File: src/rtl/tbs_pkg.sv
package tbs_pkg;

    localparam int QUEUE_DEPTH   = 16;
    localparam int FRACTION_BITS = 8;
    localparam int BYTE_SHIFT    = 3;

    localparam int PTR_W   = (QUEUE_DEPTH > 1) ? $clog2(QUEUE_DEPTH) : 1;
    localparam int CNT_W   = $clog2(QUEUE_DEPTH + 1);
    localparam int TOK_W   = 32 + FRACTION_BITS;
    localparam int CMD_AW  = 1;
    localparam int CMD_DEPTH = 1 << CMD_AW;

    typedef enum logic [2:0] {
        REG_SHAPED_FLOW   = 3'd0,
        REG_SHAPER_ACTIVE = 3'd1,
        REG_TOKEN_RATE    = 3'd2,
        REG_BUCKET_DEPTH  = 3'd3,
        REG_QUEUE_LIMIT   = 3'd4,
        REG_FLOW_PRIORITY = 3'd5
    } reg_index_t;

    typedef enum logic {
        OP_ARRIVAL = 1'b0,
        OP_TICK    = 1'b1
    } op_t;

    typedef enum logic [2:0] {
        ACT_FORWARD = 3'd0,
        ACT_DROP    = 3'd1,
        ACT_QUEUE   = 3'd2,
        ACT_RELEASE = 3'd3,
        ACT_BYPASS  = 3'd4
    } action_t;

    typedef enum logic [1:0] {
        CMD_BYPASS,
        CMD_ARRIVE,
        CMD_TICK
    } cmd_kind_t;

    typedef enum logic [2:0] {
        ST_IDLE,
        ST_PREP,
        ST_ARRIVE,
        ST_TICK_ADD,
        ST_TICK_CHECK
    } state_t;

    typedef struct packed {
        logic [15:0] shaped_flow;
        logic        shaper_active;
        logic [31:0] token_rate;
        logic [31:0] bucket_depth;
        logic [4:0]  queue_limit;
        logic [7:0]  flow_priority;
    } cfg_t;

    typedef struct packed {
        cmd_kind_t   kind;
        logic [15:0] size;
        logic [15:0] tag;
    } cmd_t;

    typedef struct packed {
        logic [15:0] tag;
        logic [15:0] size;
    } q_entry_t;

    function automatic logic [PTR_W-1:0] next_ptr(input logic [PTR_W-1:0] ptr);
        logic [PTR_W-1:0] r;
        if (ptr == PTR_W'(QUEUE_DEPTH - 1))
            r = '0;
        else
            r = ptr + 1'b1;
        return r;
    endfunction

    function automatic logic [TOK_W-1:0] cost_of(input logic [15:0] size);
        return TOK_W'(size) << (BYTE_SHIFT + FRACTION_BITS);
    endfunction

endpackage

File: src/rtl/tbs_front.sv
module tbs_front
    import tbs_pkg::*;
(
    input  logic        clk,
    input  logic        rst_n,
    input  cfg_t        cfg,
    input  logic        in_valid,
    output logic        in_ready,
    input  logic        operation,
    input  logic [15:0] flow_number,
    input  logic [15:0] size_bytes,
    input  logic [15:0] tag_in,
    output logic        cmd_valid,
    output cmd_t        cmd,
    input  logic        cmd_pop
);

    cmd_t              entry_reg [CMD_DEPTH];
    logic [CMD_AW-1:0] wr_ptr_reg, wr_ptr_next;
    logic [CMD_AW-1:0] rd_ptr_reg, rd_ptr_next;
    logic [CMD_AW:0]   cnt_reg, cnt_next;
    cmd_t              new_cmd;
    logic              push;

    // classify
    always_comb
    begin
        new_cmd.size = size_bytes;
        new_cmd.tag  = tag_in;
        case (op_t'(operation))
            OP_TICK:
                new_cmd.kind = CMD_TICK;
            OP_ARRIVAL:
                new_cmd.kind = (cfg.shaper_active && flow_number == cfg.shaped_flow)
                               ? CMD_ARRIVE : CMD_BYPASS;
            default:
                new_cmd.kind = CMD_BYPASS;
        endcase
    end

    assign in_ready  = (cnt_reg != (CMD_AW+1)'(CMD_DEPTH));
    assign cmd_valid = (cnt_reg != '0);
    assign cmd       = entry_reg[rd_ptr_reg];
    assign push      = in_valid && in_ready;

    always_comb
    begin
        wr_ptr_next = push ? wr_ptr_reg + 1'b1 : wr_ptr_reg;
        rd_ptr_next = cmd_pop ? rd_ptr_reg + 1'b1 : rd_ptr_reg;
        cnt_next    = cnt_reg;
        if (push && !cmd_pop)
            cnt_next = cnt_reg + 1'b1;
        else if (!push && cmd_pop)
            cnt_next = cnt_reg - 1'b1;
    end

    always_ff @(posedge clk or negedge rst_n)
    begin
        if (!rst_n)
        begin
            wr_ptr_reg <= '0;
            rd_ptr_reg <= '0;
            cnt_reg    <= '0;
        end
        else
        begin
            wr_ptr_reg <= wr_ptr_next;
            rd_ptr_reg <= rd_ptr_next;
            cnt_reg    <= cnt_next;
        end
    end

    always_ff @(posedge clk)
    begin
        if (push)
            entry_reg[wr_ptr_reg] <= new_cmd;
    end

endmodule

File: src/rtl/tbs_back.sv
module tbs_back
    import tbs_pkg::*;
(
    input  logic        clk,
    input  logic        rst_n,
    input  cfg_t        cfg,
    input  logic        cmd_valid,
    input  cmd_t        cmd,
    output logic        cmd_pop,
    output logic        out_valid,
    input  logic        out_ready,
    output logic [2:0]  action,
    output logic [15:0] tag_out,
    output logic [15:0] size_out,
    output logic [7:0]  priority_out,
    output logic        last
);

    state_t            state_reg, state_next;
    logic [TOK_W-1:0]  tok_reg, tok_next;
    logic              started_reg, started_next;
    logic [PTR_W-1:0]  head_reg, head_next;
    logic [PTR_W-1:0]  tail_reg, tail_next;
    logic [CNT_W-1:0]  cnt_reg, cnt_next;
    q_entry_t          q_mem [QUEUE_DEPTH];
    logic              q_we;
    logic [15:0]       cur_tag_reg, cur_tag_next;
    logic [15:0]       cur_size_reg, cur_size_next;
    logic              held_valid_reg, held_valid_next;
    q_entry_t          held_reg, held_next;

    logic              out_valid_reg;
    action_t           res_action_reg, res_action;
    logic [15:0]       res_tag_reg, res_tag;
    logic [15:0]       res_size_reg, res_size;
    logic [7:0]        res_prio_reg, res_prio;
    logic              res_last_reg, res_last;
    logic              res_load;

    logic [TOK_W-1:0]  cap;
    logic [TOK_W:0]    tick_sum;
    logic [TOK_W-1:0]  tick_capped;
    q_entry_t          head_e;
    logic [TOK_W-1:0]  head_cost;
    logic [TOK_W-1:0]  cur_cost;
    logic              can_rel;
    logic              out_free;
    logic [CNT_W-1:0]  lim;

    always_comb
    begin
        cap         = TOK_W'(cfg.bucket_depth) << FRACTION_BITS;
        tick_sum    = (TOK_W+1)'(tok_reg) + (TOK_W+1)'(cfg.token_rate);
        tick_capped = (tick_sum > (TOK_W+1)'(cap)) ? cap : tick_sum[TOK_W-1:0];
        head_e      = q_mem[head_reg];
        head_cost   = cost_of(head_e.size);
        cur_cost    = cost_of(cur_size_reg);
        can_rel     = (cnt_reg != '0) && (tok_reg >= head_cost);
        out_free    = !out_valid_reg || out_ready;
        if (32'(cfg.queue_limit) >= 32'(QUEUE_DEPTH))
            lim = CNT_W'(QUEUE_DEPTH);
        else
            lim = CNT_W'(cfg.queue_limit);
    end

    // next state
    always_comb
    begin
        state_next = state_reg;
        case (state_reg)
            ST_IDLE:
                if (cmd_valid)
                begin
                    case (cmd.kind)
                        CMD_ARRIVE: state_next = ST_PREP;
                        CMD_TICK:   state_next = ST_TICK_ADD;
                        default:    state_next = ST_IDLE;
                    endcase
                end
            ST_PREP:
                state_next = ST_ARRIVE;
            ST_ARRIVE:
                if (out_free)
                    state_next = ST_IDLE;
            ST_TICK_ADD:
                state_next = ST_TICK_CHECK;
            ST_TICK_CHECK:
                if (!can_rel && (!held_valid_reg || out_free))
                    state_next = ST_IDLE;
            default:
                state_next = ST_IDLE;
        endcase
    end

    // outputs and datapath
    always_comb
    begin
        cmd_pop         = 1'b0;
        res_load        = 1'b0;
        res_action      = ACT_BYPASS;
        res_tag         = '0;
        res_size        = '0;
        res_prio        = '0;
        res_last        = 1'b1;
        q_we            = 1'b0;
        tok_next        = tok_reg;
        started_next    = started_reg;
        head_next       = head_reg;
        tail_next       = tail_reg;
        cnt_next        = cnt_reg;
        cur_tag_next    = cur_tag_reg;
        cur_size_next   = cur_size_reg;
        held_valid_next = held_valid_reg;
        held_next       = held_reg;
        case (state_reg)
            ST_IDLE:
                if (cmd_valid)
                begin
                    case (cmd.kind)
                        CMD_BYPASS:
                            if (out_free)
                            begin
                                cmd_pop    = 1'b1;
                                res_load   = 1'b1;
                                res_action = ACT_BYPASS;
                                res_tag    = cmd.tag;
                                res_size   = cmd.size;
                            end
                        CMD_ARRIVE:
                        begin
                            cmd_pop       = 1'b1;
                            cur_tag_next  = cmd.tag;
                            cur_size_next = cmd.size;
                        end
                        CMD_TICK:
                            cmd_pop = 1'b1;
                        default:
                            cmd_pop = 1'b1;
                    endcase
                end
            ST_PREP:
                if (!started_reg)
                begin
                    tok_next     = cap;
                    started_next = 1'b1;
                end
                else if (cnt_reg == '0 && tok_reg > cap)
                    tok_next = cap;
            ST_ARRIVE:
                if (out_free)
                begin
                    res_load = 1'b1;
                    res_tag  = cur_tag_reg;
                    res_size = cur_size_reg;
                    res_prio = cfg.flow_priority;
                    if (cnt_reg != '0)
                    begin
                        if (cnt_reg < lim)
                        begin
                            q_we       = 1'b1;
                            res_action = ACT_QUEUE;
                        end
                        else
                            res_action = ACT_DROP;
                    end
                    else if (tok_reg >= cur_cost)
                    begin
                        tok_next   = tok_reg - cur_cost;
                        res_action = ACT_FORWARD;
                    end
                    else if (lim != '0)
                    begin
                        q_we       = 1'b1;
                        res_action = ACT_QUEUE;
                    end
                    else
                        res_action = ACT_DROP;
                    if (q_we)
                    begin
                        tail_next = next_ptr(tail_reg);
                        cnt_next  = cnt_reg + 1'b1;
                    end
                end
            ST_TICK_ADD:
                tok_next = tick_capped;
            ST_TICK_CHECK:
            begin
                res_action = ACT_RELEASE;
                res_tag    = held_reg.tag;
                res_size   = held_reg.size;
                res_prio   = cfg.flow_priority;
                if (can_rel)
                begin
                    if (!held_valid_reg || out_free)
                    begin
                        // emit the held release, it is not the final one
                        res_load        = held_valid_reg;
                        res_last        = 1'b0;
                        held_next       = head_e;
                        held_valid_next = 1'b1;
                        tok_next        = tok_reg - head_cost;
                        head_next       = next_ptr(head_reg);
                        cnt_next        = cnt_reg - 1'b1;
                    end
                end
                else if (held_valid_reg && out_free)
                begin
                    res_load        = 1'b1;
                    res_last        = 1'b1;
                    held_valid_next = 1'b0;
                end
            end
            default:
                cmd_pop = 1'b0;
        endcase
    end

    always_ff @(posedge clk or negedge rst_n)
    begin
        if (!rst_n)
        begin
            state_reg      <= ST_IDLE;
            tok_reg        <= '0;
            started_reg    <= 1'b0;
            head_reg       <= '0;
            tail_reg       <= '0;
            cnt_reg        <= '0;
            held_valid_reg <= 1'b0;
            out_valid_reg  <= 1'b0;
        end
        else
        begin
            state_reg      <= state_next;
            tok_reg        <= tok_next;
            started_reg    <= started_next;
            head_reg       <= head_next;
            tail_reg       <= tail_next;
            cnt_reg        <= cnt_next;
            held_valid_reg <= held_valid_next;
            if (res_load)
                out_valid_reg <= 1'b1;
            else if (out_ready)
                out_valid_reg <= 1'b0;
        end
    end

    always_ff @(posedge clk)
    begin
        cur_tag_reg  <= cur_tag_next;
        cur_size_reg <= cur_size_next;
        held_reg     <= held_next;
        if (q_we)
            q_mem[tail_reg] <= '{tag: cur_tag_reg, size: cur_size_reg};
        if (res_load)
        begin
            res_action_reg <= res_action;
            res_tag_reg    <= res_tag;
            res_size_reg   <= res_size;
            res_prio_reg   <= res_prio;
            res_last_reg   <= res_last;
        end
    end

    assign out_valid    = out_valid_reg;
    assign action       = res_action_reg;
    assign tag_out      = res_tag_reg;
    assign size_out     = res_size_reg;
    assign priority_out = res_prio_reg;
    assign last         = res_last_reg;

    a_held_only_in_tick: assert property (@(posedge clk) disable iff (!rst_n)
        held_valid_reg |-> state_reg == ST_TICK_CHECK)
        else $error("held release outside tick drain");

    a_empty_ptrs: assert property (@(posedge clk) disable iff (!rst_n)
        cnt_reg == '0 |-> head_reg == tail_reg)
        else $error("empty queue with unequal pointers");

    a_queue_push: assert property (@(posedge clk) disable iff (!rst_n)
        (res_load && res_action == ACT_QUEUE) |=> cnt_reg == $past(cnt_reg) + 1'b1)
        else $error("queued item not counted");

    a_tok_capped: assert property (@(posedge clk) disable iff (!rst_n)
        state_reg == ST_TICK_CHECK |-> tok_reg <= cap)
        else $error("tokens above bucket depth during drain");

endmodule

File: src/rtl/token_bucket_shaper_unit.sv
// Channel   Handshake              Payload
// in        in_valid / in_ready    operation, flow_number, size_bytes, tag_in
// out       out_valid / out_ready  action, tag_out, size_out, priority_out, last
// cfg       cfg_write              cfg_index, cfg_data
//
// Bypassed arrivals go out from idle; shaped ones pass fetch, bucket cap and decide.
// A tick adds tokens up to bucket depth, then releases queued items while tokens cover
// the head, the final release marked last; the back-end state machine runs these steps.
// A two-entry command queue lets inputs be taken while the back end works.
// Reset clears tokens, queue pointers and configuration; queue storage is not cleared.
// A stalled output holds the back end; the front keeps accepting until its queue fills.
module token_bucket_shaper_unit
    import tbs_pkg::*;
(
    input  logic        clk,
    input  logic        rst_n,
    input  logic        in_valid,
    output logic        in_ready,
    input  logic        operation,
    input  logic [15:0] flow_number,
    input  logic [15:0] size_bytes,
    input  logic [15:0] tag_in,
    output logic        out_valid,
    input  logic        out_ready,
    output logic [2:0]  action,
    output logic [15:0] tag_out,
    output logic [15:0] size_out,
    output logic [7:0]  priority_out,
    output logic        last,
    input  logic        cfg_write,
    input  logic [2:0]  cfg_index,
    input  logic [31:0] cfg_data
);

    cfg_t cfg_reg;
    logic cmd_valid;
    cmd_t cmd;
    logic cmd_pop;

    always_ff @(posedge clk or negedge rst_n)
    begin
        if (!rst_n)
            cfg_reg <= '0;
        else if (cfg_write)
        begin
            case (reg_index_t'(cfg_index))
                REG_SHAPED_FLOW:   cfg_reg.shaped_flow   <= cfg_data[15:0];
                REG_SHAPER_ACTIVE: cfg_reg.shaper_active <= cfg_data[0];
                REG_TOKEN_RATE:    cfg_reg.token_rate    <= cfg_data;
                REG_BUCKET_DEPTH:  cfg_reg.bucket_depth  <= cfg_data;
                REG_QUEUE_LIMIT:   cfg_reg.queue_limit   <= cfg_data[4:0];
                REG_FLOW_PRIORITY: cfg_reg.flow_priority <= cfg_data[7:0];
                default:           cfg_reg <= cfg_reg;
            endcase
        end
    end

    tbs_front u_front (
        .clk         (clk),
        .rst_n       (rst_n),
        .cfg         (cfg_reg),
        .in_valid    (in_valid),
        .in_ready    (in_ready),
        .operation   (operation),
        .flow_number (flow_number),
        .size_bytes  (size_bytes),
        .tag_in      (tag_in),
        .cmd_valid   (cmd_valid),
        .cmd         (cmd),
        .cmd_pop     (cmd_pop)
    );

    tbs_back u_back (
        .clk          (clk),
        .rst_n        (rst_n),
        .cfg          (cfg_reg),
        .cmd_valid    (cmd_valid),
        .cmd          (cmd),
        .cmd_pop      (cmd_pop),
        .out_valid    (out_valid),
        .out_ready    (out_ready),
        .action       (action),
        .tag_out      (tag_out),
        .size_out     (size_out),
        .priority_out (priority_out),
        .last         (last)
    );

endmodule
File: config.mk
export PLATFORM = sky130hd
export DESIGN_NAME = token_bucket_shaper_unit
export DESIGN_NICKNAME = d
export VERILOG_FILES = /design/src/rtl/tbs_pkg.sv /design/src/rtl/tbs_front.sv /design/src/rtl/tbs_back.sv /design/src/rtl/token_bucket_shaper_unit.sv
export SDC_FILE = /design/constraint.sdc
export NUM_CORES = 1
export LEC_CHECK = 0
export ABC_AREA = 1
export BUFFER_PORTS_ARGS = -buffer_cell sky130_fd_sc_hd__buf_4
export CORE_MARGIN = 2
export CORE_UTILIZATION = 38
export DETAILED_ROUTE_END_ITERATION = 7
export GPL_ROUTABILITY_DRIVEN = 0
export SETUP_SLACK_MARGIN = 0.2
export SLEW_MARGIN = 40
export SYNTH_ARGS = -nofsm -noshare
export SYNTH_HDL_FRONTEND = slang
export SYNTH_HIERARCHICAL = 1
export SYNTH_SLANG_ARGS = --single-unit
File: constraint.sdc
create_clock -name clk -period 13.1 [get_ports clk]
set_input_delay 0.655 -clock clk [delete_from_list [all_inputs] [get_ports clk]]
set_output_delay 0.655 -clock clk [all_outputs]
set_load 0.01 [all_outputs]
==> results.md, run 1 <==
Status:
- The run finished with clean final reports.

Worst setup path:
- The endpoint of the worst-slack reg-to-reg timing path is u_back/tok_reg[39].
- Traced cell by cell, the critical path runs through inv_6 > buf_4 > buf_6 > o21ai_0 > o221ai_1 > o211ai_1 > nand3_1 > inv_1 > ha_1 > nand4_1 > nor2_1 > nor2_2 > o21ai_2 > a21oi_2 > nand2_2 > o21ai_4 > nand2_2 > nand3_2 > nor2_4 > inv_4 > a21oi_1 > nand2_1 > nand2_1.
- Data on the critical path is required at its endpoint by 13.68 ns.
- The worst stage delay on the critical path is 0.65 ns.
- Data arrives at the worst endpoint at 6.36 ns.
- The beginning of the worst register-to-register path is u_back/head_reg[0].
- Together, buffers and inverters on the worst path number 5.
- The critical path runs through a total of 23 cells.
- The worst setup path is captured at a register.
- The cell type of the slowest stage on the worst timing path is sky130_fd_sc_hd__dfrtp_4.
- Of all nets on the critical path, the largest fanout is 99.
- The setup slack of the most critical reg-to-reg path is 7.32 ns.
- STA classifies the critical path startpoint as a register.
- Broken down by cell family, the worst path's largest delay share belongs to buffers and inverters.
- The type of the setup path with the least slack is reg2reg.
- Counting cells, the worst reg-to-reg path comes to 23.

Power and ir drop:
- The worst-case IR drop observed on VDD is 110 µV.
- Of the total power, combinational logic draws 0.428.
- The power share of the sequential group is 0.355.
- The power per cell area is 242 nW/µm².
- In this run the static leakage power is 17.8 nW.
- The total design power is 11.0 mW.
- Of the total power, the share spent switching nets is 0.429.
- The cell-internal power is 6.30 mW.
- The net load switching power is 4.74 mW.
- The clock share of power is 0.217.

Logic synthesis:
- The total of flip-flops plus latches after synthesis is 845.
- After synthesis, the share of flip-flops with an asynchronous set or reset is 0.186.
- The cell area after synthesis is 40300 µm².
- The number of warnings reported in the yosys synthesis log is 6.
- The post-synth net total is 4121.
- The most used flip-flop cell after synthesis is sky130_fd_sc_hd__edfxtp_1.
- The xor and xnor area share after synthesis is 0.0141.
- sky130_fd_sc_hd__nand2_1 is the most common cell in the netlist.
- After synthesis, the netlist uses 60 different library cells.
- Sorting the synthesized cells by how often they occur yields sky130_fd_sc_hd__nand2_1 (764), sky130_fd_sc_hd__edfxtp_1 (688), sky130_fd_sc_hd__nor2_1 (464), sky130_fd_sc_hd__o21ai_0 (372), sky130_fd_sc_hd__inv_1 (284).
- Of the total synthesized cell area, the portion taken by full adders, half adders and majority gates is 0.0467.
- The largest area contributor in the netlist is sky130_fd_sc_hd__edfxtp_1.
- Measured against the total synthesized area, the mux share comes to 0.0122.
- The post-synthesis area per instance is 10.4 µm².
- Synthesis produced 3884 cells.
- After synthesis, the largest family of logic cells by area is simple AND/OR/NAND/NOR gates.
- In the post-synthesis netlist, the biggest area contributors are sky130_fd_sc_hd__edfxtp_1 (51%), sky130_fd_sc_hd__dfrtp_1 (9.7%), sky130_fd_sc_hd__nand2_1 (7.1%).
- The fraction of the yosys area taken by sequential cells is 0.610.
- The compound-cell area share of the yosys netlist is 0.114.
- The number of enable-type register cells in the synthesized netlist is 688.
- The post-synthesis share of cell area spent on and, or, nand and nor gates is 0.156.
- Of the post-synthesis cell area, the dominant cell type holds 0.512.

STA:
- Counting I/O delays and the setup requirement, the final critical path takes 5.78 ns.
- Setup repair after global routing left no endpoint under its margin.
- The achievable clock frequency is 173 MHz.
- The accumulated negative setup slack is 0 ns.
- Setup violations remaining at the end of the flow were counted as 0.
- At the pin with the least slew margin, the transition time is 0.814 ns.
- The final cycle utilization of the critical path is 0.441.
- The max-slew violation total from the final report is 0.
- The total count of hold-check failures in the final report came to 0.
- Headroom to the max-slew limit came out at 0.456.
- The clock skew is 0.0293 ns.

Detailed routing:
- The violation count after the first detailed-routing iteration is 3431.
- In this run the remaining antenna-violating nets after routing total 0.
- Using the TritonRoute via totals, the vias-per-cell ratio works out to 5.50.
- The routed layout has 30000 vias.
- The first detailed-routing pass ran for 6 iterations.
- After detailed routing, the average wire length per cell comes to 21.8 µm.
- The residual DRC count is 0.
- The total detailed-routing wirelength is 119000 µm.

Placement:
- In this run the tool buffered the top-level ports with 134 buffer cells.
- After detailed placement, the total cell area comes to 42900 µm².
- The total instance count after detailed placement is 5292.
- The detailed-placement wirelength estimate is 76800 µm.

Finish:
- The cell area after layout is 45700 µm².
- The register with the most flip-flops in the layout has 512 of them.
- The net total in the final layout is 4229.
- For this run, the number of standard cells in the final layout without fillers is 5457.
- Of the cells placed in the final design, the portion with a size suffix greater than 1 is 0.106.
- The area added between synthesis and finish is 13.3%.
- The post-layout utilization of the core is 0.434.
- The filler cells instantiated in the layout total 9961.

GRT:
- For this run, global-route usage on met1 was measured as 0.313.
- The largest net degree at the start of global routing is 100.
- For this run the aggregate overflow at the end of global routing stands at 0.
- The number of antenna violations at the first check in global routing is 4.
- For this run, global-route usage on met2 was measured as 0.328.
- The global-route wire length before repair is 178000 µm.
- For this run, global-route usage on met3 was measured as 0.0400.
- The most heavily used metal layer in global routing is met2.
- The via count of the first global-routing pass is 28400.
- In the global route stage, overall resource usage came out at 0.216.

Die:
- In this run the count of I/O pins placed on the die edge is 135.
- The region available for standard cell placement spans 105000 µm².
- From left edge to right edge, the die measures 330 µm.
- The die covers 109000 µm².
- The initial utilization of the core area, before any placement, comes to 0.383.
- Measured along the y axis, the die boundary spans 330 µm.
- The standard-cell row count is 119.

Clocking:
- Clock-pin slew was measured on the worst setup and hold paths at 0.07 ns.
- The clock tree from TritonCTS is yes.
- The count of clock tree sinks is 845.
- The number of levels the H-tree was split into is 3.
- The clock latency reported for the late side of the worst-skew pair is 0.66 ns.
- The number of clock buffers added by TritonCTS is 86.
- The buffer levels on the longest clock path is 3.
- The post-CTS repair timing setup buffer count is 0.
- The root buffer cell chosen for the clock tree is sky130_fd_sc_hd__clkbuf_16.

Hold path:
- The end point of the worst hold path is u_front/entry_reg[1][27].
- The startpoint identified for the worst hold timing path is size_bytes[11].
- The path class of the tightest hold or removal check is in2reg.
- The cell depth of the worst min-delay path is 1.

Job:
- The number of max-cap violations is 0.
==> worst max path at each step <==
stage,start,slack (ns),end
4_1_cts,u_back/head_reg[0],7.26,u_back/tok_reg[39]
3_3_place_gp,u_back/head_reg[0],6.85,u_back/tok_reg[31]
5_1_grt,u_back/head_reg[0],6.90,u_back/tok_reg[35]
3_5_place_dp,u_back/head_reg[0],7.32,u_back/tok_reg[35]
2_1_floorplan,u_back/head_reg[0],8.41,u_back/head_reg[2]
6_report,u_back/head_reg[0],7.32,u_back/tok_reg[39]
==> layout make-up <==
class                           count  area [µm²]  share of cell area
Timing Repair Buffer              185        1460              0.0319
Clock inverter                     49         455             0.00997
Antenna cell                        2        5.00            0.000110
Sequential cell                   845       24600               0.538
Inverter                          297        1130              0.0247
Clock buffer                      111        2290              0.0500
Multi-Input combinational cell   2577       14000               0.307
Tap cell                         1391        1740              0.0381
==> routing by layer <==
metal | part of all wire | wire [µm]
met5 | 0.00047 | 56
met4 | 0.027 | 3240
met3 | 0.082 | 9740
met2 | 0.44 | 52700
met1 | 0.45 | 53200
==> kinds of logic after synthesis <==
group | count (synthesis)
mux | 34
simple gates | 1534
flops | 845
compound gates | 796
buf+inv | 462
fa+ha+maj | 148
xor+xnor | 65
==> cell usage in the layout, fill, tap and decap left out, drive strengths merged, types with 90 or more instances in the layout <==
cell type / n
a21oi: 160
buf: 184
clkbuf: 111
dfrtp: 157
edfxtp: 688
ha: 144
inv: 293
nand2: 782
nand3: 211
nor2: 475
o21ai: 382
o22ai: 90
==> per-stage QoR <==
| stage | hold WS, ns | worst slack, ns |
|---|---|---|
| global placement | 0.435 | 6.85 |
| global route | 0.157 | 6.90 |
| detailed placement | 0.439 | 7.32 |
| finish | 0.180 | 7.32 |
| CTS | 0.0704 | 7.26 |
| floorplan | 0.359 | 8.41 |
==> power by group through the flow <==
stage | clock [mW] | combinational [mW] | sequential [mW]
after floorplan | 0 | 3.23 | 3.77
after global placement | 0 | 4.59 | 3.96
after global routing | 2.55 | 5.21 | 3.97
final | 2.40 | 4.72 | 3.92
after detailed placement | 0 | 4.64 | 3.96
after CTS | 2.44 | 4.66 | 3.91
==> worst register-to-register path, delay by kind of cell, from the launching register on <==
family	cells	cell delay [ns]
buf+inv	5	1.98
flops	1	0.65
compound gates	7	1.13
simple gates	10	1.56
fa+ha+maj	1	0.37
==> timing repair <==
| action | 4_1_cts | 5_1_grt |
|---|---|---|
| setup endpoints to repair | 0 | 0 |
| resized for setup | 0 | 0 |
| endpoints found under the hold margin | 0 | 44 |
| hold buffers | 0 | 1 |
(Power assumes the default switching activity.)
==> run 2: changes to the inputs <==
--- a/config.mk
+++ b/config.mk
@@ -5,7 +5,7 @@
 export SDC_FILE = /design/constraint.sdc
 export NUM_CORES = 1
 export LEC_CHECK = 0
-export ABC_AREA = 1
+export ABC_AREA = 0
 export BUFFER_PORTS_ARGS = -buffer_cell sky130_fd_sc_hd__buf_4
 export CORE_MARGIN = 2
 export CORE_UTILIZATION = 38
==> constraint.sdc (replaced) <==
create_clock -name clk -period 5 [get_ports clk]
set_input_delay 0.25 -clock clk [delete_from_list [all_inputs] [get_ports clk]]
set_output_delay 0.25 -clock clk [all_outputs]
set_load 0.01 [all_outputs]
==> results.md, run 2 <==
Status:
- The run finished with clean final reports.

Finish:
- In the layout the commonest cells are sky130_fd_sc_hd__edfxtp_1 (688), sky130_fd_sc_hd__buf_4 (300), sky130_fd_sc_hd__mux4_2 (160).
- The count of fill cells added during filler insertion is 8784 (-12%).
- The cell area after layout was 47800 µm² (+4.6%).
- The net total in the final layout was 3189 (-25%).
- The sequential cell area was 24600 µm² (about the same).
- The area of the multi-input gates was 14300 µm² (+2.1%).
- Relative to the synthesized area, the layout overhead comes to 22.3%.
- The final cell count without fillers is 4394 (-19%).
- The post-layout utilization of the core was 0.469 (+0.0350).
- The fraction of final layout cells with drive strength greater than 1 came to 0.308 (+0.202).
- Leaving out fill and tap cells, the most frequent cell in the layout is sky130_fd_sc_hd__edfxtp_1.
- The flip-flop count of the largest register, all copies and words added is 512 (unchanged).

Clocking:
- The clock latency reported for the late side of the worst-skew pair is 0.67 ns (about the same).
- The buffer levels on the longest clock path is 3 (unchanged).
- The clock transition at the register clock pins on the worst setup and hold paths after CTS is 0.05 ns (-0.02 ns).
- The buffer cell driving the clock tree root is sky130_fd_sc_hd__clkbuf_16.
- The number of levels the H-tree was split into is 3 (unchanged).
- The clock tree from TritonCTS is yes.
- The count of clock tree sinks is 845 (unchanged).
- The number of buffers created by CTS is 88 (+2.3%).

Die:
- The area enclosed by the die boundary is 105000 µm² (-3.1%).
- The starting utilization of the core area is 0.383 (+0.000437).
- The I/O pin count came to 135 (unchanged).
- The width of the die came to 325 µm (-1.5%).
- The die height is 325 µm (-1.5%).
- The standard-cell row count came to 117 (-1.7%).
- The core area is 102000 µm² (-3.2%).

GRT:
- The global-route wire length before repair is 164000 µm (-7.7%).
- The met1 track demand over resource in global routing is 0.272 (-0.0409).
- The fraction of met2 tracks used by global routing is 0.351 (+0.0229).
- The global routing stage identified its most utilized layer as met2.
- The largest net degree at the start of global routing is 103 (+3.0%).
- The overflow left after global routing is 0 (unchanged).
- The via count of the first global-routing pass is 25600 (-9.9%).
- The number of antenna violations at the first check in global routing is 1 (-3).
- The met3 track utilization from global routing is 0.0291 (-0.0109).
- The overall track demand over capacity in global routing was 0.206 (-0.00974).

Detailed routing:
- The residual antenna-violating net count after detailed routing came to 0 (unchanged).
- The average detailed-routed wire length per instance was 25.4 µm (+17%).
- The via count came to 25200 (-16%).
- The total detailed-routing wirelength is 112000 µm (-6.1%).
- The number of iterations in the first detailed-routing pass came to 8 (+2).
- The residual DRC count came to 0 (unchanged).
- The violation count after the first detailed-routing iteration is 2895 (-16%).
- The per-cell via count in the routed design was 5.73 (+4.1%).

Logic synthesis:
- Of all cell types, the one taking the most synthesized area is sky130_fd_sc_hd__edfxtp_1.
- The total of flip-flops plus latches after synthesis was 845 (unchanged).
- The gate count of the mapped netlist came to 2561 (-34%).
- The number of library cell types mapped by synthesis was 98 (+63%).
- For this run, the leading register cell type out of synthesis is sky130_fd_sc_hd__edfxtp_1.
- The number of warnings reported in the yosys synthesis log came to 6 (unchanged).
- The share of synthesized registers carrying an async set or reset is 0.186 (unchanged).
- The most common cell in the synthesized netlist is sky130_fd_sc_hd__edfxtp_1.
- The cell area after synthesis is 39100 µm² (-3.1%).
- The number of enable-type register cells in the synthesized netlist was 688 (unchanged).
- The area share of the largest cell type after synthesis is 0.529 (+0.0164).
- The fraction of the yosys area taken by sequential cells is 0.629 (+0.0195).
- The post-synthesis area per instance is 15.3 µm² (+47%).
- The post-synth net total is 2798 (-32%).
- Sorting the synthesized cells by how often they occur yields sky130_fd_sc_hd__edfxtp_1 (688), sky130_fd_sc_hd__mux4_2 (160), sky130_fd_sc_hd__dfrtp_1 (157), sky130_fd_sc_hd__ha_1 (144), sky130_fd_sc_hd__inv_1 (129).
- By area the synthesized netlist is led by sky130_fd_sc_hd__edfxtp_1 (53%), sky130_fd_sc_hd__dfrtp_1 (10%), sky130_fd_sc_hd__mux4_2 (9.2%).

STA:
- The number of endpoints failing setup at the final stage came to 0 (unchanged).
- The worst-case setup margin in the final layout was 0.00503 ns (-7.31 ns).
- The max-slew violation total from the final report came to 0 (unchanged).
- The total count of hold-check failures in the final report is 0 (unchanged).
- The final cycle utilization of the critical path came to 0.999 (+0.558).
- The achievable clock frequency came to 200 MHz (+16%).
- Setup repair after global routing could not meet its margin everywhere.
- The final critical-path required period was 4.99 ns (-0.786 ns).
- The final worst hold slack came to 0.0528 ns (-0.127 ns).
- The worst-case headroom to the max-slew limit is 0.405 (-0.0509).
- The transition at the pin with the smallest max-transition slack came to 0.884 ns (+0.0701 ns).
- The clock skew was 0.0462 ns (+0.0169 ns).

Placement:
- The detailed-placement wirelength estimate was 75300 µm (-1.9%).
- The placement-stage worst setup slack came to -0.107 ns (-7.42 ns).
- The total instance count after detailed placement is 4126 (-22%).
- The post-placement cell area came to 43200 µm² (+0.80%).
- The number of buffers inserted by port buffering was 134 (unchanged).

Worst setup path:
- The cell family contributing the most delay on the critical path is simple AND/OR/NAND/NOR gates.
- The critical path required time is 5.51 ns (-8.17 ns).
- The signal on the critical path passes through ha_4 > o211ai_1 > o211ai_1 > buf_4 > a2111oi_4 > buf_4 > nor4bb_4 > a211oi_2 > xnor2_1 > ha_1 > nand4_1 > nor4_2 > buf_4 > nand4_1 > nor3_1 > and4_4 > nor3_4 > or3_4 > buf_4 > a221oi_4 > o21ai_1.
- The worst stage delay on the critical path is 0.44 ns (-0.21 ns).
- STA classifies the critical path endpoint as a register.
- The data arrival time of the critical path was 5.51 ns (-0.85 ns).
- The critical path is of the reg2reg type.
- Among the stages of the critical path, the cell type that occurs most often is sky130_fd_sc_hd__buf_4.
- The maximum fanout along the worst path is 6 (-94%).
- The slowest stage of the critical path is the sky130_fd_sc_hd__or3_4 cell.
- The startpoint class of the critical path is a register.
- The number of buffers and inverters on the critical path was 4 (-1).

Power and ir drop:
- The power share of the sequential group is 0.324 (-0.031).
- The clock share of power was 0.205 (-0.012).
- The power per cell area is 655 nW/µm² (+170%).
- The leakage power figure is 17.5 nW (-1.8%).
- The combinational group share of total power was 0.471 (+0.043).
- The switching portion of total power is 0.387 (-0.0425).
- The net load switching power is 12.1 mW (+160%).
- The largest vdd supply drop is 345 µV (+210%).
- The cell-internal power was 19.2 mW (+200%).

Hold path:
- The worst min-delay path class is in2reg.

Job:
- The number of max-cap violations was 0 (unchanged).
==> run 2: per-layer routing <==
metal | part of all wire | vias to the layer above
li1 | - | 10900
met1 | 0.40 | 12900
met2 | 0.50 | 1149
met3 | 0.068 | 211
met4 | 0.033 | 0
met5 | 0 | -
==> run 2: power by group through the flow <==
stage	Combinational, mW	Sequential, mW	Clock (mW)
floorplan	8.62	9.91	0
finish	14.7	10.1	6.42
global route	15.7	10.2	6.83
global placement	13.0	10.2	0
CTS	13.7	10.1	6.56
detailed placement	13.4	10.2	0
==> run 2: final cells by class <==
class | count | area share
tap | 1368 | 0.0358
timing repair buffer | 420 | 0.0803
antenna | 3 | 0.000157
clock inverter | 42 | 0.00906
multi-input combinational | 1467 | 0.300
inverter | 130 | 0.0102
clock buffer | 119 | 0.0502
sequential | 845 | 0.515
==> run 2: tightest hold or removal path, cell delays in order <==
cell                       delay [ns]
sky130_fd_sc_hd__buf_4           0.14
sky130_fd_sc_hd__nor4bb_1        0.07
sky130_fd_sc_hd__mux2_2          0.21
==> run 2: worst paths after layout <==
path	start	end	slack (ns)	cells past startpoint
min in group asynchronous	rst_n	cfg_reg[71]	0.11	2
max in group asynchronous	rst_n	u_back/head_reg[1]	3.75	3
worst max-delay path	u_back/tok_reg[2]	u_back/tok_reg[34]	0.005	21
worst min register to register	u_back/started_reg	u_back/started_reg	0.48	1
worst min-delay path	cfg_index[2]	cfg_reg[77]	0.05	3
worst max register to register	u_back/tok_reg[2]	u_back/tok_reg[34]	0.005	21
==> run 2: cell families after synthesis <==
kind of cell             Yosys count  share of synthesized area
AO/OA/AOI/OAI                    478                     0.0863
AND/OR/NAND/NOR                  461                     0.0599
multiplexers                     293                      0.130
adder cells (fa/ha/maj)          148                     0.0482
buffers and inverters            249                     0.0264
XOR/XNOR                          87                     0.0195
flip-flops                       845                      0.629
==> run 2: repair_timing <==
item / in CTS / in global routing
hold buffers: 69 / 0
buffers inserted: 5 / 27
endpoints found under the setup margin: 139 / 123
gates resized for setup: 25 / 130
gates cloned: 0 / 3
pin swaps: 10 / 54
hold endpoints to repair: 217 / 0
==> run 2: per-stage QoR <==
| step | power [mW] | TNS [ns] |
|---|---|---|
| detailed placement | 23.6 | -0.254 |
| floorplan | 18.5 | 0 |
| CTS | 30.3 | 0 |
| finish | 31.3 | 0 |
| global route | 32.8 | -1.16 |
| global placement | 23.2 | -0.0984 |
